<file path="src/rtl/rldr_pkg.sv">
// shared types and constants for the run-length and delta block reconstruction core
package rldr_pkg;

   localparam int BLOCK_SIDE = 16;
   localparam int IDX_W      = $clog2(BLOCK_SIDE);
   localparam int SYM_W      = 9;
   localparam int PIX_W      = 8;
   localparam int POS_W      = 4;
   localparam int CMD_W      = 2;

   localparam logic [CMD_W-1:0] CMD_START  = 2'd0;
   localparam logic [CMD_W-1:0] CMD_SYMBOL = 2'd1;
   localparam logic [CMD_W-1:0] CMD_DRAIN  = 2'd2;

   localparam logic [SYM_W-1:0] RLE_MARKER_RESET = 9'd257;
   localparam logic [IDX_W-1:0] IDX_LAST         = IDX_W'(BLOCK_SIDE - 1);

   typedef enum logic [1:0] {
      PH_IDLE,
      PH_SYM,
      PH_COUNT,
      PH_VALUE
   } phase_type;

   typedef struct packed {
      logic horiz;
      logic delta;
      logic rle;
   } flags_type;

   typedef struct packed {
      logic [CMD_W-1:0] cmd;
      logic [SYM_W-1:0] sym;
      flags_type        flags;
   } item_type;

   typedef struct packed {
      logic [POS_W-1:0] column;
      logic [POS_W-1:0] row;
      logic [PIX_W-1:0] pixel;
      logic             last;
   } pix_type;

   typedef struct packed {
      phase_type phase;
      logic      full;
      logic      run_pending;
   } status_type;

   function automatic logic [POS_W-1:0] to_pos(input logic [IDX_W-1:0] v);
      return POS_W'(v);
   endfunction

endpackage

</file>
<file path="src/rtl/block_rle_delta_reconstruct_core.sv">
// top level of the run-length and delta block reconstruction core
//
//  port group  direction  tdata / tuser contents (low bit first)
//  req_*       in         tuser: command[1:0]; tdata: symbol[8:0], rle[9], delta[10], horiz[11]
//  rsp_*       out        tdata: pixel[7:0], row[11:8], column[15:12]; tlast: last pixel
//  csr_*       in         csr_wr_data: run marker[8:0]
//
//  one item per cycle sustained while the rsp side does not stall; req accept to rsp_tvalid passes
//  through the input register and the result register around one add and counter step
//  reset clears the open block, the counters and sets the run marker to 257
//  a stalled rsp side holds the result; req stays ready while the input register can move
module block_rle_delta_reconstruct_core (
   input  logic                       clock,
   input  logic                       reset,
   input  logic                       req_tvalid,
   output logic                       req_tready,
   input  logic [15:0]                req_tdata,   // symbol, rle, delta, horiz, zero pad
   input  logic [rldr_pkg::CMD_W-1:0] req_tuser,   // command
   output logic                       rsp_tvalid,
   input  logic                       rsp_tready,
   output logic [15:0]                rsp_tdata,   // pixel, row, column
   output logic                       rsp_tlast,
   input  logic                       csr_wr_en,
   input  logic [rldr_pkg::SYM_W-1:0] csr_wr_data
);
   import rldr_pkg::*;

   logic             in_valid_ff, in_valid_in;
   item_type         item_ff;
   logic [SYM_W-1:0] marker_ff;
   logic             adv;
   logic             emit;
   pix_type          pix;
   pix_type          out_pix;
   status_type       status;
   logic             req_take;

   assign req_take    = req_tvalid && req_tready;
   assign adv         = in_valid_ff && (!rsp_tvalid || rsp_tready);
   assign req_tready  = !in_valid_ff || adv;
   assign in_valid_in = req_take || (in_valid_ff && !adv);

   always_ff @(posedge clock) begin
      if (reset) begin
         in_valid_ff <= 1'b0;
         marker_ff   <= RLE_MARKER_RESET;
      end else begin
         in_valid_ff <= in_valid_in;
         if (csr_wr_en) begin
            marker_ff <= csr_wr_data;
         end
      end
   end

   always_ff @(posedge clock) begin
      if (req_take) begin
         item_ff.cmd         <= req_tuser;
         item_ff.sym         <= req_tdata[SYM_W-1:0];
         item_ff.flags.rle   <= req_tdata[SYM_W];
         item_ff.flags.delta <= req_tdata[SYM_W+1];
         item_ff.flags.horiz <= req_tdata[SYM_W+2];
      end
   end

   rldr_ctrl u_ctrl (
      .clock      (clock),
      .reset      (reset),
      .adv        (adv),
      .item       (item_ff),
      .marker     (marker_ff),
      .emit       (emit),
      .pix        (pix),
      .status     (status)
   );

   rldr_out u_out (
      .clock     (clock),
      .reset     (reset),
      .adv       (adv),
      .emit      (emit),
      .pix       (pix),
      .take      (rsp_tready),
      .out_valid (rsp_tvalid),
      .out_pix   (out_pix)
   );

   assign rsp_tdata = {out_pix.column, out_pix.row, out_pix.pixel};
   assign rsp_tlast = out_pix.last;

`ifndef SYNTHESIS
   a_rsp_from_item: assert property (@(posedge clock) disable iff (reset)
      $rose(rsp_tvalid) |-> $past(in_valid_ff))
      else $error("result appeared without a processed item");

   a_full_clears_on_start: assert property (@(posedge clock) disable iff (reset)
      $fell(status.full) |-> $past(adv && item_ff.cmd == CMD_START))
      else $error("full block reopened without a start item");

   a_idle_symbol_silent: assert property (@(posedge clock) disable iff (reset)
      (adv && item_ff.cmd == CMD_SYMBOL && status.phase == PH_IDLE) |=> !rsp_tvalid)
      else $error("symbol with no open block produced a pixel");

   a_pending_run_blocks_symbol: assert property (@(posedge clock) disable iff (reset)
      (adv && item_ff.cmd == CMD_SYMBOL && status.run_pending) |-> !emit)
      else $error("symbol taken while a run was pending");
`endif

endmodule

</file>
<file path="src/rtl/rldr_ctrl.sv">
// block state, run-length phase tracking and pixel generation for one item
module rldr_ctrl (
   input  logic                     clock,
   input  logic                     reset,
   input  logic                     adv,
   input  rldr_pkg::item_type       item,
   input  logic [rldr_pkg::SYM_W-1:0] marker,
   output logic                     emit,
   output rldr_pkg::pix_type        pix,
   output rldr_pkg::status_type     status
);
   import rldr_pkg::*;

   phase_type        phase_ff, phase_in;
   flags_type        flags_ff, flags_in;
   logic [SYM_W-1:0] run_rem_ff, run_rem_in;
   logic [SYM_W-1:0] run_held_ff, run_held_in;
   logic [PIX_W-1:0] run_val_ff, run_val_in;
   logic [PIX_W-1:0] acc_ff, acc_in;
   logic [IDX_W-1:0] major_ff, major_in;
   logic [IDX_W-1:0] minor_ff, minor_in;
   logic             full_ff, full_in;

   logic             want;
   logic [PIX_W-1:0] want_val;
   logic [PIX_W-1:0] sum;
   logic             at_last;

   always_ff @(posedge clock) begin
      if (reset) begin
         phase_ff    <= PH_IDLE;
         flags_ff    <= '0;
         run_rem_ff  <= '0;
         run_held_ff <= '0;
         run_val_ff  <= '0;
         acc_ff      <= '0;
         major_ff    <= '0;
         minor_ff    <= '0;
         full_ff     <= 1'b0;
      end else if (adv) begin
         phase_ff    <= phase_in;
         flags_ff    <= flags_in;
         run_rem_ff  <= run_rem_in;
         run_held_ff <= run_held_in;
         run_val_ff  <= run_val_in;
         acc_ff      <= acc_in;
         major_ff    <= major_in;
         minor_ff    <= minor_in;
         full_ff     <= full_in;
      end
   end

   always_comb begin
      phase_in    = phase_ff;
      flags_in    = flags_ff;
      run_rem_in  = run_rem_ff;
      run_held_in = run_held_ff;
      run_val_in  = run_val_ff;
      want        = 1'b0;
      want_val    = item.sym[PIX_W-1:0];
      unique case (item.cmd)
         CMD_START: begin
            flags_in    = item.flags;
            phase_in    = PH_SYM;
            run_rem_in  = '0;
            run_held_in = '0;
            run_val_in  = '0;
         end
         CMD_SYMBOL: begin
            if (phase_ff != PH_IDLE && run_rem_ff == '0 && !full_ff) begin
               if (!flags_ff.rle) begin
                  want = 1'b1;
               end else begin
                  unique case (phase_ff)
                     PH_SYM: begin
                        if (item.sym == marker) begin
                           phase_in = PH_COUNT;
                        end else begin
                           want = 1'b1;
                        end
                     end
                     PH_COUNT: begin
                        run_held_in = item.sym;
                        phase_in    = PH_VALUE;
                     end
                     PH_VALUE: begin
                        run_val_in = item.sym[PIX_W-1:0];
                        run_rem_in = run_held_ff;
                        phase_in   = PH_SYM;
                     end
                     default: begin
                     end
                  endcase
               end
            end
         end
         CMD_DRAIN: begin
            if (run_rem_ff != '0) begin
               run_rem_in = run_rem_ff - 1'b1;
               want       = 1'b1;
               want_val   = run_val_ff;
            end
         end
         default: begin
         end
      endcase
   end

   assign emit    = want && !full_ff;
   assign sum     = acc_ff + want_val;
   assign at_last = (major_ff == IDX_LAST) && (minor_ff == IDX_LAST);

   always_comb begin
      acc_in   = acc_ff;
      major_in = major_ff;
      minor_in = minor_ff;
      full_in  = full_ff;
      if (item.cmd == CMD_START) begin
         acc_in   = '0;
         major_in = '0;
         minor_in = '0;
         full_in  = 1'b0;
      end else if (emit) begin
         if (flags_ff.delta) begin
            acc_in = sum;
         end
         if (at_last) begin
            full_in = 1'b1;
         end
         if (minor_ff == IDX_LAST) begin
            minor_in = '0;
            major_in = major_ff + 1'b1;
         end else begin
            minor_in = minor_ff + 1'b1;
         end
      end
   end

   always_comb begin
      pix.pixel = flags_ff.delta ? sum : want_val;
      pix.last  = at_last;
      if (flags_ff.horiz) begin
         pix.row    = to_pos(major_ff);
         pix.column = to_pos(minor_ff);
      end else begin
         pix.row    = to_pos(minor_ff);
         pix.column = to_pos(major_ff);
      end
   end

   assign status.phase       = phase_ff;
   assign status.full        = full_ff;
   assign status.run_pending = (run_rem_ff != '0);

endmodule

</file>
<file path="src/rtl/rldr_out.sv">
// result register holding one pixel item until the downstream side takes it
module rldr_out (
   input  logic              clock,
   input  logic              reset,
   input  logic              adv,
   input  logic              emit,
   input  rldr_pkg::pix_type pix,
   input  logic              take,
   output logic              out_valid,
   output rldr_pkg::pix_type out_pix
);
   import rldr_pkg::*;

   logic    valid_ff;
   pix_type pix_ff;

   always_ff @(posedge clock) begin
      if (reset) begin
         valid_ff <= 1'b0;
      end else if (adv) begin
         valid_ff <= emit;
      end else if (take) begin
         valid_ff <= 1'b0;
      end
   end

   always_ff @(posedge clock) begin
      if (adv && emit) begin
         pix_ff <= pix;
      end
   end

   assign out_valid = valid_ff;
   assign out_pix   = pix_ff;

endmodule
</file>
<file path="config.mk">
export PLATFORM = sky130hd
export DESIGN_NAME = block_rle_delta_reconstruct_core
export DESIGN_NICKNAME = d
export VERILOG_FILES = /design/src/rtl/rldr_pkg.sv /design/src/rtl/block_rle_delta_reconstruct_core.sv /design/src/rtl/rldr_ctrl.sv /design/src/rtl/rldr_out.sv
export SDC_FILE = /design/constraint.sdc
export NUM_CORES = 1
export LEC_CHECK = 0
export BUFFER_PORTS_ARGS = -buffer_cell sky130_fd_sc_hd__buf_2
export CAP_MARGIN = 20
export CORE_ASPECT_RATIO = 0.5
export CORE_UTILIZATION = 39
export CTS_CLUSTER_DIAMETER = 120
export DETAILED_ROUTE_END_ITERATION = 8
export HOLD_SLACK_MARGIN = 0.03
export SLEW_MARGIN = 20
export SYNTH_ARGS = -nofsm -noshare
export SYNTH_HDL_FRONTEND = slang
export SYNTH_HIERARCHICAL = 1
export SYNTH_SLANG_ARGS = --single-unit
</file>
<file path="constraint.sdc">
create_clock -name clock -period 4.3 [get_ports clock]
set_input_delay 0.43 -clock clock [delete_from_list [all_inputs] [get_ports clock]]
set_output_delay 0.43 -clock clock [all_outputs]
set_load 0.01 [all_outputs]
</file>
==> results.sh, run 1 <==
export IMPL_outcome="complete, but fails checks"
export IMPL_violations="DRC"
export IMPL_critPathRequiredTime_ps=4380
export IMPL_design_area_um2=4990
export IMPL_final_common_cell="dfxtp_1"
export IMPL_cts_resized=0
export IMPL_cts_sinks=90
export IMPL_cp_max_fo=6
export IMPL_yosys_warnings=6
export IMPL_grt_pass1_wl_mm=15.5
export IMPL_dp_cells=619
export IMPL_rsz0062_at_grt="no"
export IMPL_root_buffer="clkbuf_16"
export IMPL_synth_area_um2=4400
export IMPL_via_count=3258
export IMPL_hold_viol_final=0
export IMPL_drt_total_wl_mm=9.15
export IMPL_cts_tree="built"
export IMPL_layout_common_cells="59 x dfxtp_1, 57 x nand2_1, 46 x buf_2, 45 x nor2_1, 31 x edfxtp_1"
export IMPL_clk_latency_ps=340
export IMPL_clock_skew_ps=5.20
export IMPL_post_cts_setup_buffers=0
export IMPL_peakVddDrop_mv=0.197
export IMPL_antenna_left=0
export IMPL_p_per_area_nw_per_um2=360
export IMPL_timing_rr_end="u_out/out_pix[8]$_DFFE_PP_"
export IMPL_holdPathStages=1
export IMPL_min_from="req_tdata[11]"
export IMPL_gp_congestion=0.845
export IMPL_hp_class="in2reg"
export IMPL_worstPathCellList="inv_1 > ha_1 > or4b_1 > o21ai_2 > mux2i_1 > inv_1 > ha_1 > a21oi_1 > o21ai_0 > a2111oi_0 > nor3_1 > xnor2_1 > nor2_1 > a21oi_1"
export IMPL_clockPowerShare=0.390
export IMPL_drt_first_iter_violations=270
export IMPL_layout_min_cycle_time_ps=3690
export IMPL_power_leakage_nw=2.07
export IMPL_cp_start_kind="flip-flop"
export IMPL_comb_power_share=0.096
export IMPL_finalNetCount=537
export IMPL_dr_pass1_iters=7
export IMPL_holdPathEnd="item_ff[2]$_DFFE_PP_"
export IMPL_crit_path_end_kind="flip-flop"
export IMPL_grt_met1_usage=0.245
export IMPL_r2r_slack_ps=610
export IMPL_cp_depth=14
export IMPL_switching_share=0.240
export IMPL_relSlewSlack=0.408
export IMPL_syn_to_final_growth_pct=13.5
export IMPL_die_height_um=77.1
export IMPL_cts_buffer_depth=2
export IMPL_syn_num_nets=498
export IMPL_cp_num_buf_inv=2
export IMPL_grt_pass1_vias=3040
export IMPL_tns_ps=0
export IMPL_clkTransAtPathRegs_ps=60
export IMPL_die_w_um=152
export IMPL_vias_per_cell=5.13
export IMPL_syn_avg_cell_area_um2=9.75
export IMPL_grt_max_degree=45
export IMPL_layout_drive_gt1_share=0.170
export IMPL_r2r_cells=14
export IMPL_grtUsageMet2=0.247
export IMPL_ctsHoldBuffers=0
export IMPL_p_int_mw=1.36
export IMPL_row_count=26
export IMPL_antenna_found_initial=0
export IMPL_grt_busiest_layer="met2"
export IMPL_route_detailed_drc=4
export IMPL_grt_remaining_overflow=0
export IMPL_gr_usage_all_layers=0.170
export IMPL_clock_fmax_mhz=271
export IMPL_hpwl_mm=6.46
export IMPL_rr_startpoint="u_ctrl/run_rem_ff[0]$_SDFFE_PP0P_"
export IMPL_start_util=0.416
export IMPL_dpl_instance_area_um2=4730
export IMPL_antenna_cells=0
export IMPL_io_pins=51
export IMPL_power_switching_mw=0.431
export IMPL_p_seq_frac=0.513
export IMPL_wire_per_inst_um=14.4
export IMPL_hold_slack_ps=262
export IMPL_finalCritPeriodShare=0.858
export IMPL_worst_slack_ps=613
export IMPL_fillerInstances=1035
export IMPL_utilization=0.472
export IMPL_worst_setup_path_type="reg2reg"
export IMPL_cpPeakStageDelay_ps=490
export IMPL_slew_violations=0
export IMPL_syn_inst=451
export IMPL_crit_family="compound AO/OA/AOI/OAI gates"
export IMPL_instances_no_fill=635
export IMPL_crit_arrival_ps=3760
export IMPL_cts_buffers=9
export IMPL_maxCapViolations=0
export IMPL_io_buffers=46
export IMPL_pre_cts_ws_ps=641
export IMPL_slowest_stage="or4b_1"
export IMPL_p_total_mw=1.79
export IMPL_worst_slew_pin_transition_ps=888
export IMPL_core_um2=10600
export IMPL_use_met3=0.0469
export IMPL_setup_viol=0
export IMPL_dieArea_um2=11700
export IMPL_h_tree_depth=3
==> power by group through the flow <==
stage	clock network [mW]	registers, mW	logic (mW)
finish	0.700	0.921	0.173
floorplan	0	0.934	0.127
CTS	0.720	0.921	0.173
global route	0.757	0.924	0.195
detailed placement	0	0.940	0.172
global placement	0	0.940	0.171
==> layout make-up <==
| cell class | instances | area [µm²] | share of cell area |
|---|---|---|---|
| multi-input cells | 322 | 2130 | 0.426 |
| flip-flops and latches | 90 | 2110 | 0.423 |
| repair buffers | 49 | 253 | 0.0507 |
| clock buffers | 13 | 240 | 0.0481 |
| well taps | 140 | 175 | 0.0351 |
| inverters | 18 | 67.6 | 0.0135 |
| clock inverters | 3 | 16.3 | 0.00326 |
==> sequential cells by signal, summed over array words and instances (netlist names), 2 cells and up <==
signal              flops
u_ctrl/acc_ff           8
u_out/out_pix          17
item_ff                14
u_ctrl/run_val_ff       8
u_ctrl/major_ff         4
u_ctrl/phase_ff         2
u_ctrl/minor_ff         4
u_ctrl/run_held_ff      9
u_ctrl/run_rem_ff       9
u_ctrl/flags_ff         3
marker_ff               9
==> worst max-delay path by stage <==
| stage | start | endpoint | slack [ps] |
|---|---|---|---|
| after global placement | u_ctrl/run_rem_ff[0]$_SDFFE_PP0P_ | u_out/out_pix[8]$_DFFE_PP_ | 640 |
| after detailed placement | u_ctrl/run_rem_ff[0]$_SDFFE_PP0P_ | u_out/out_pix[8]$_DFFE_PP_ | 640 |
| after CTS | u_ctrl/run_rem_ff[0]$_SDFFE_PP0P_ | u_out/out_pix[8]$_DFFE_PP_ | 620 |
| after global routing | u_ctrl/run_rem_ff[0]$_SDFFE_PP0P_ | u_out/out_pix[8]$_DFFE_PP_ | 350 |
| final | u_ctrl/run_rem_ff[0]$_SDFFE_PP0P_ | u_out/out_pix[8]$_DFFE_PP_ | 610 |
| after floorplan | u_ctrl/run_rem_ff[0]$_SDFFE_PP0P_ | u_out/out_pix[7]$_DFFE_PP_ | 970 |
==> layer usage <==
| layer | share of wire | vias up | routed length (µm) |
|---|---|---|---|
| met5 | 0 | - | 0 |
| met4 | 0.0077 | 0 | 70 |
| met1 | 0.53 | 1521 | 4810 |
| met3 | 0.059 | 6 | 543 |
| li1 | - | 1667 | - |
| met2 | 0.41 | 64 | 3730 |
(Power assumes the default switching activity.)
==> run 2: changes to the inputs <==
Settings changed: SYNTH_HIERARCHICAL 1 to not set.
==> results.sh, run 2 <==
export IMPL_outcome="finished clean"
export IMPL_holdPathStages=1
export IMPL_core_um2=11000
export IMPL_grt_max_degree=50
export IMPL_ys_seq_area_frac=0.476
export IMPL_utilization=0.461
export IMPL_dr_pass1_iters=4
export IMPL_syn_num_nets=475
export IMPL_yosysTopAreaCellShare=0.266
export IMPL_synthTopCellsByCount="59 x dfxtp_1, 42 x mux2i_1, 37 x nand2_1"
export IMPL_dieArea_um2=11800
export IMPL_ctsHoldBuffers=0
export IMPL_synth_area_um2=4440
export IMPL_final_common_cell="dfxtp_1"
export IMPL_multi_input_area_um2=2190
export IMPL_wire_per_inst_um=15.3
export IMPL_rsz0062_at_grt="no"
export IMPL_antenna_cells=0
export IMPL_synthFlopType="dfxtp_1"
export IMPL_syn_inst=427
export IMPL_die_height_um=77.4
export IMPL_holdPathEnd="item_ff[6]$_DFFE_PP_"
export IMPL_worst_slack_ps=721
export IMPL_critPathRequiredTime_ps=4530
export IMPL_async_flop_share=0
export IMPL_rr_startpoint="u_ctrl.run_rem_ff[0]$_SDFFE_PP0P_"
export IMPL_clock_skew_ps=8.18
export IMPL_io_pins=51
export IMPL_cts_buffers=9
export IMPL_post_cts_setup_buffers=0
export IMPL_setup_viol=0
export IMPL_layout_min_cycle_time_ps=3580
export IMPL_route_detailed_drc=0
export IMPL_grt_pass1_wl_mm=15.9
export IMPL_synth_distinct_cells=56
export IMPL_clk_latency_ps=340
export IMPL_antenna_found_initial=0
export IMPL_p_per_area_nw_per_um2=363
export IMPL_maxCapViolations=0
export IMPL_p_total_mw=1.85
export IMPL_grt_remaining_overflow=0
export IMPL_yosysMostFrequentCell="dfxtp_1"
export IMPL_layout_common_cells="59 x dfxtp_1, 46 x buf_2, 42 x mux2i_1, 37 x nand2_1, 35 x nor2_1"
export IMPL_slew_violations=0
export IMPL_ff_latch_area_um2=2110
export IMPL_worst_setup_path_type="reg2reg"
export IMPL_io_buffers=46
export IMPL_netlist_top_cells_area="dfxtp_1 27%, edfxtp_1 21%, mux2i_1 9.5%, mux2_2 4.8%, ha_1 4.2%"
export IMPL_die_w_um=153
export IMPL_tns_ps=0
export IMPL_hold_viol_final=0
export IMPL_yosys_warnings=0
export IMPL_drt_total_wl_mm=9.47
export IMPL_via_count=3197
export IMPL_hold_slack_ps=260
export IMPL_cts_buffer_depth=2
export IMPL_row_count=27
export IMPL_syn_to_final_growth_pct=14.7
export IMPL_worst_slew_pin_transition_ps=937
export IMPL_layout_drive_gt1_share=0.207
export IMPL_antenna_left=0
export IMPL_finalNetCount=517
export IMPL_power_leakage_nw=2.16
export IMPL_cts_sinks=90
export IMPL_synth_seq_cells=90
export IMPL_peakVddDrop_mv=0.180
export IMPL_timing_rr_end="u_ctrl.acc_ff[7]$_SDFFE_PP0P_"
export IMPL_fillerInstances=1053
export IMPL_dp_cells=603
export IMPL_gp_congestion=0.794
export IMPL_gr_usage_all_layers=0.172
export IMPL_grt_pass1_vias=3141
export IMPL_drt_first_iter_violations=198
export IMPL_design_area_um2=5090
export IMPL_relSlewSlack=0.376
export IMPL_synth_top_cell_by_area="dfxtp_1"
export IMPL_cp_max_fo=10
export IMPL_synth_edf_count=31
export IMPL_clkTransAtPathRegs_ps=60
export IMPL_cp_start_kind="flip-flop"
export IMPL_hpwl_mm=6.71
export IMPL_crit_path_end_kind="flip-flop"
export IMPL_largest_reg_flops=17
export IMPL_cts_resized=0
export IMPL_r2r_cells=13
export IMPL_start_util=0.402
export IMPL_h_tree_depth=3
export IMPL_vias_per_cell=5.16
export IMPL_min_from="req_tdata[3]"
export IMPL_pre_cts_ws_ps=713
export IMPL_finalCritPeriodShare=0.832
export IMPL_clock_fmax_mhz=279
export IMPL_r2r_slack_ps=720
export IMPL_crit_arrival_ps=3810
export IMPL_dpl_instance_area_um2=4810
export IMPL_syn_avg_cell_area_um2=10.4
export IMPL_hp_class="in2reg"
export IMPL_root_buffer="clkbuf_16"
export IMPL_cts_tree="built"
export IMPL_instances_no_fill=619
-- run 2: worst max-delay path by stage --
stage,start,end,slack (ps),depth (start not counted)
3_3_place_gp,u_ctrl.run_rem_ff[0]$_SDFFE_PP0P_,u_out.out_pix[8]$_DFFE_PP_,810,13
5_1_grt,u_ctrl.run_rem_ff[0]$_SDFFE_PP0P_,u_ctrl.acc_ff[7]$_SDFFE_PP0P_,380,13
4_1_cts,u_ctrl.run_rem_ff[0]$_SDFFE_PP0P_,u_ctrl.acc_ff[7]$_SDFFE_PP0P_,710,13
2_1_floorplan,item_ff[12]$_DFFE_PP_,u_out.out_pix[8]$_DFFE_PP_,1150,14
6_report,u_ctrl.run_rem_ff[0]$_SDFFE_PP0P_,u_ctrl.acc_ff[7]$_SDFFE_PP0P_,720,13
3_5_place_dp,u_ctrl.run_rem_ff[0]$_SDFFE_PP0P_,u_ctrl.acc_ff[7]$_SDFFE_PP0P_,710,13
-- run 2: area by class of cell --
class | count | area share
Sequential cell | 90 | 0.415
Timing Repair Buffer | 51 | 0.0526
Clock inverter | 3 | 0.00442
Multi-Input combinational cell | 302 | 0.430
Clock buffer | 13 | 0.0511
Tap cell | 145 | 0.0356
Inverter | 15 | 0.0111
-- run 2: report_power, final --
group          internal (mW)  leakage, nW  switching, mW
logic                 0.0745         1.26         0.0957
registers              0.903        0.767         0.0207
clock network          0.426        0.137          0.327
total                   1.40         2.16          0.443
-- run 2: worst max-delay path, cell delays in order, from the launching register on --
cell and delay, ps:
dfxtp_1 350, inv_1 110, ha_1 150, nor4b_2 330
a21bo_2 390, mux2i_1 370, inv_1 80, ha_1 270
a21o_1 190, a211oi_1 250, o21bai_1 150, o31ai_1 340
xnor2_1 170, o41ai_1 330
-- run 2: cell families (layout without fill, tap and decap cells) --
| logic type | Yosys count | after routing | synth area share |
|---|---|---|---|
| AOI/OAI and AO/OA | 69 | 69 | 0.105 |
| muxes | 61 | 61 | 0.143 |
| adders and majority gates | 16 | 16 | 0.0468 |
| xor gates and xnor gates | 20 | 20 | 0.0395 |
| buffers and inverters | 35 | 82 | 0.0304 |
| DFF | 90 | 90 | 0.476 |
| and+or+nand+nor | 136 | 136 | 0.160 |
-- run 2: layer usage --
| metal | part of all wire | vias up | global-route usage | wire (µm) |
|---|---|---|---|---|
| met4 | 0.011 | 0 | 0.0505 | 102 |
| met5 | 0 | - | 0 | 0 |
| met2 | 0.42 | 59 | 0.249 | 3930 |
| met3 | 0.035 | 10 | 0.0441 | 334 |
| li1 | - | 1621 | - | - |
| met1 | 0.54 | 1507 | 0.249 | 5100 |
==> run 3: changes to the inputs <==
Clock period 4.3 ns to 3 ns, I/O delays scaled along.
==> results.sh, run 3 (synthesis gave the netlist of run 2 again) <==
export IMPL_worst_setup_path_type="reg2reg"
export IMPL_dr_pass1_iters=5
export IMPL_crit_arrival_ps=3020
export IMPL_grt_max_degree=28
export IMPL_relSlewSlack=0.464
export IMPL_cts_tree="built"
export IMPL_worst_slew_pin_transition_ps=805
export IMPL_hp_class="in2reg"
export IMPL_grt_met1_usage=0.250
export IMPL_largest_reg_flops=17
export IMPL_clock_skew_ps=7.28
export IMPL_hold_viol_final=0
export IMPL_p_per_area_nw_per_um2=504
export IMPL_h_tree_depth=3
export IMPL_cp_start_kind="flip-flop"
export IMPL_critPathRequiredTime_ps=3090
export IMPL_slowest_stage="mux2_2"
export IMPL_finalCritPeriodShare=0.976
export IMPL_route_detailed_drc=0
export IMPL_grt_pass1_vias=3108
export IMPL_layout_drive_gt1_share=0.280
export IMPL_vias_per_cell=5.17
export IMPL_p_total_mw=2.73
export IMPL_peakVddDrop_mv=0.249
export IMPL_via_count=3336
export IMPL_row_count=27
export IMPL_root_buffer="clkbuf_16"
export IMPL_wire_per_inst_um=15.4
export IMPL_outcome="finished clean"
export IMPL_crit_family="multiplexers"
export IMPL_pre_cts_ws_ps=-71.0
export IMPL_antenna_cells=0
export IMPL_final_common_cell="dfxtp_1"
export IMPL_cp_max_fo=5
export IMPL_maxCapViolations=0
export IMPL_drt_total_wl_mm=9.96
export IMPL_worst_slack_ps=72.8
export IMPL_layout_common_cells="59 x dfxtp_1, 46 x buf_2, 41 x mux2i_1, 37 x nand2_1, 35 x nor2_1"
export IMPL_cp_num_buf_inv=4
export IMPL_antenna_found_initial=0
export IMPL_fillerInstances=1029
export IMPL_die_w_um=153
export IMPL_grt_pass1_wl_mm=15.8
export IMPL_layout_min_cycle_time_ps=2930
export IMPL_grt_busiest_layer="met1"
export IMPL_rr_startpoint="u_ctrl.run_rem_ff[0]$_SDFFE_PP0P_"
export IMPL_use_met3=0.0430
export IMPL_power_leakage_nw=2.30
export IMPL_cts_sinks=90
export IMPL_r2r_slack_ps=70
export IMPL_cpPeakStageDelay_ps=370
export IMPL_grt_remaining_overflow=0
export IMPL_slew_violations=0
export IMPL_grtUsageMet2=0.246
export IMPL_syn_to_final_growth_pct=21.8
export IMPL_die_height_um=77.4
export IMPL_gr_usage_all_layers=0.171
export IMPL_dieArea_um2=11800
export IMPL_instances_no_fill=645
export IMPL_io_pins=51
export IMPL_min_from="req_tdata[3]"
export IMPL_clk_latency_ps=340
export IMPL_dp_cells=625
export IMPL_cp_startpoint="u_ctrl.run_rem_ff[0]$_SDFFE_PP0P_"
export IMPL_start_util=0.402
export IMPL_clock_fmax_mhz=342
export IMPL_gp_congestion=0.868
export IMPL_io_buffers=46
export IMPL_utilization=0.490
export IMPL_clkTransAtPathRegs_ps=70
export IMPL_setup_viol=0
export IMPL_crit_path_end_kind="flip-flop"
export IMPL_finalNetCount=543
export IMPL_cts_buffers=9
export IMPL_worstPathCellList="inv_2 > ha_2 > nor4b_4 > a21bo_4 > buf_6 > buf_4 > mux2_2 > ha_4 > o21ai_1 > o21bai_1 > buf_4 > xor2_1 > mux2_2"
export IMPL_drt_first_iter_violations=159
export IMPL_cts_buffer_depth=2
export IMPL_antenna_left=0
export IMPL_hpwl_mm=7.01
export IMPL_core_um2=11000
[run 3: where the power goes]
part | switching [mW] | leakage [nW] | internal, mW
clock | 0.481 | 0.148 | 0.640
combinational | 0.151 | 1.39 | 0.132
sequential | 0.0283 | 0.767 | 1.29
total | 0.660 | 2.30 | 2.07
[run 3: layout make-up]
cell class | count | area [µm²] | share of cell area
multi-input cells | 302 | 2290 | 0.424
flip-flops and latches | 90 | 2110 | 0.391
repair buffers | 77 | 467 | 0.0863
clock buffers | 12 | 268 | 0.0495
well taps | 145 | 181 | 0.0335
inverters | 15 | 56.3 | 0.0104
clock inverters | 4 | 31.3 | 0.00578
[run 3: worst reg2reg max path, stage by stage (launching register included)]
cell and delay [ps]:
dfxtp_1 320, inv_2 60, ha_2 160, nor4b_4 240, a21bo_4 240, buf_6 130, buf_4 110, mux2_2 370
ha_4 280, o21ai_1 60, o21bai_1 220, buf_4 150, xor2_1 70, mux2_2 280
[run 3: repair_timing]
action / CTS / global route
hold buffers: 0 / 0
pin swaps: 1 / 10
endpoints found under the setup margin: 3 / 5
setup buffers: 1 / 3
gates resized for setup: 2 / 17
endpoints found under the hold margin: 0 / 0
[run 3: path summary, 6_finish.rpt]
kind	endpoint	cells past startpoint
hold / removal	item_ff[6]$_DFFE_PP_	1
setup reg to reg	u_out.out_pix[6]$_DFFE_PP_	13
setup / recovery	u_out.out_pix[6]$_DFFE_PP_	13
hold reg to reg	u_ctrl.run_held_ff[8]$_SDFFE_PP0P_	2
[run 3: metal layers]
| layer | vias to the layer above | part of all wire |
|---|---|---|
| met2 | 77 | 0.42 |
| met3 | 12 | 0.044 |
| li1 | 1670 | - |
| met4 | 0 | 0.012 |
| met5 | - | 0 |
| met1 | 1577 | 0.53 |
[run 3: through the flow]
step | hold WS (ps) | setup TNS, ps | instance area [µm²]
final | 129 | 0 | 5410
after global routing | 118 | -41.6 | 5410
after CTS | 120 | 0 | 5310
after detailed placement | 456 | -136 | 4990
after global placement | 443 | -8.76 | 4990
after floorplan | 399 | 0 | 4460
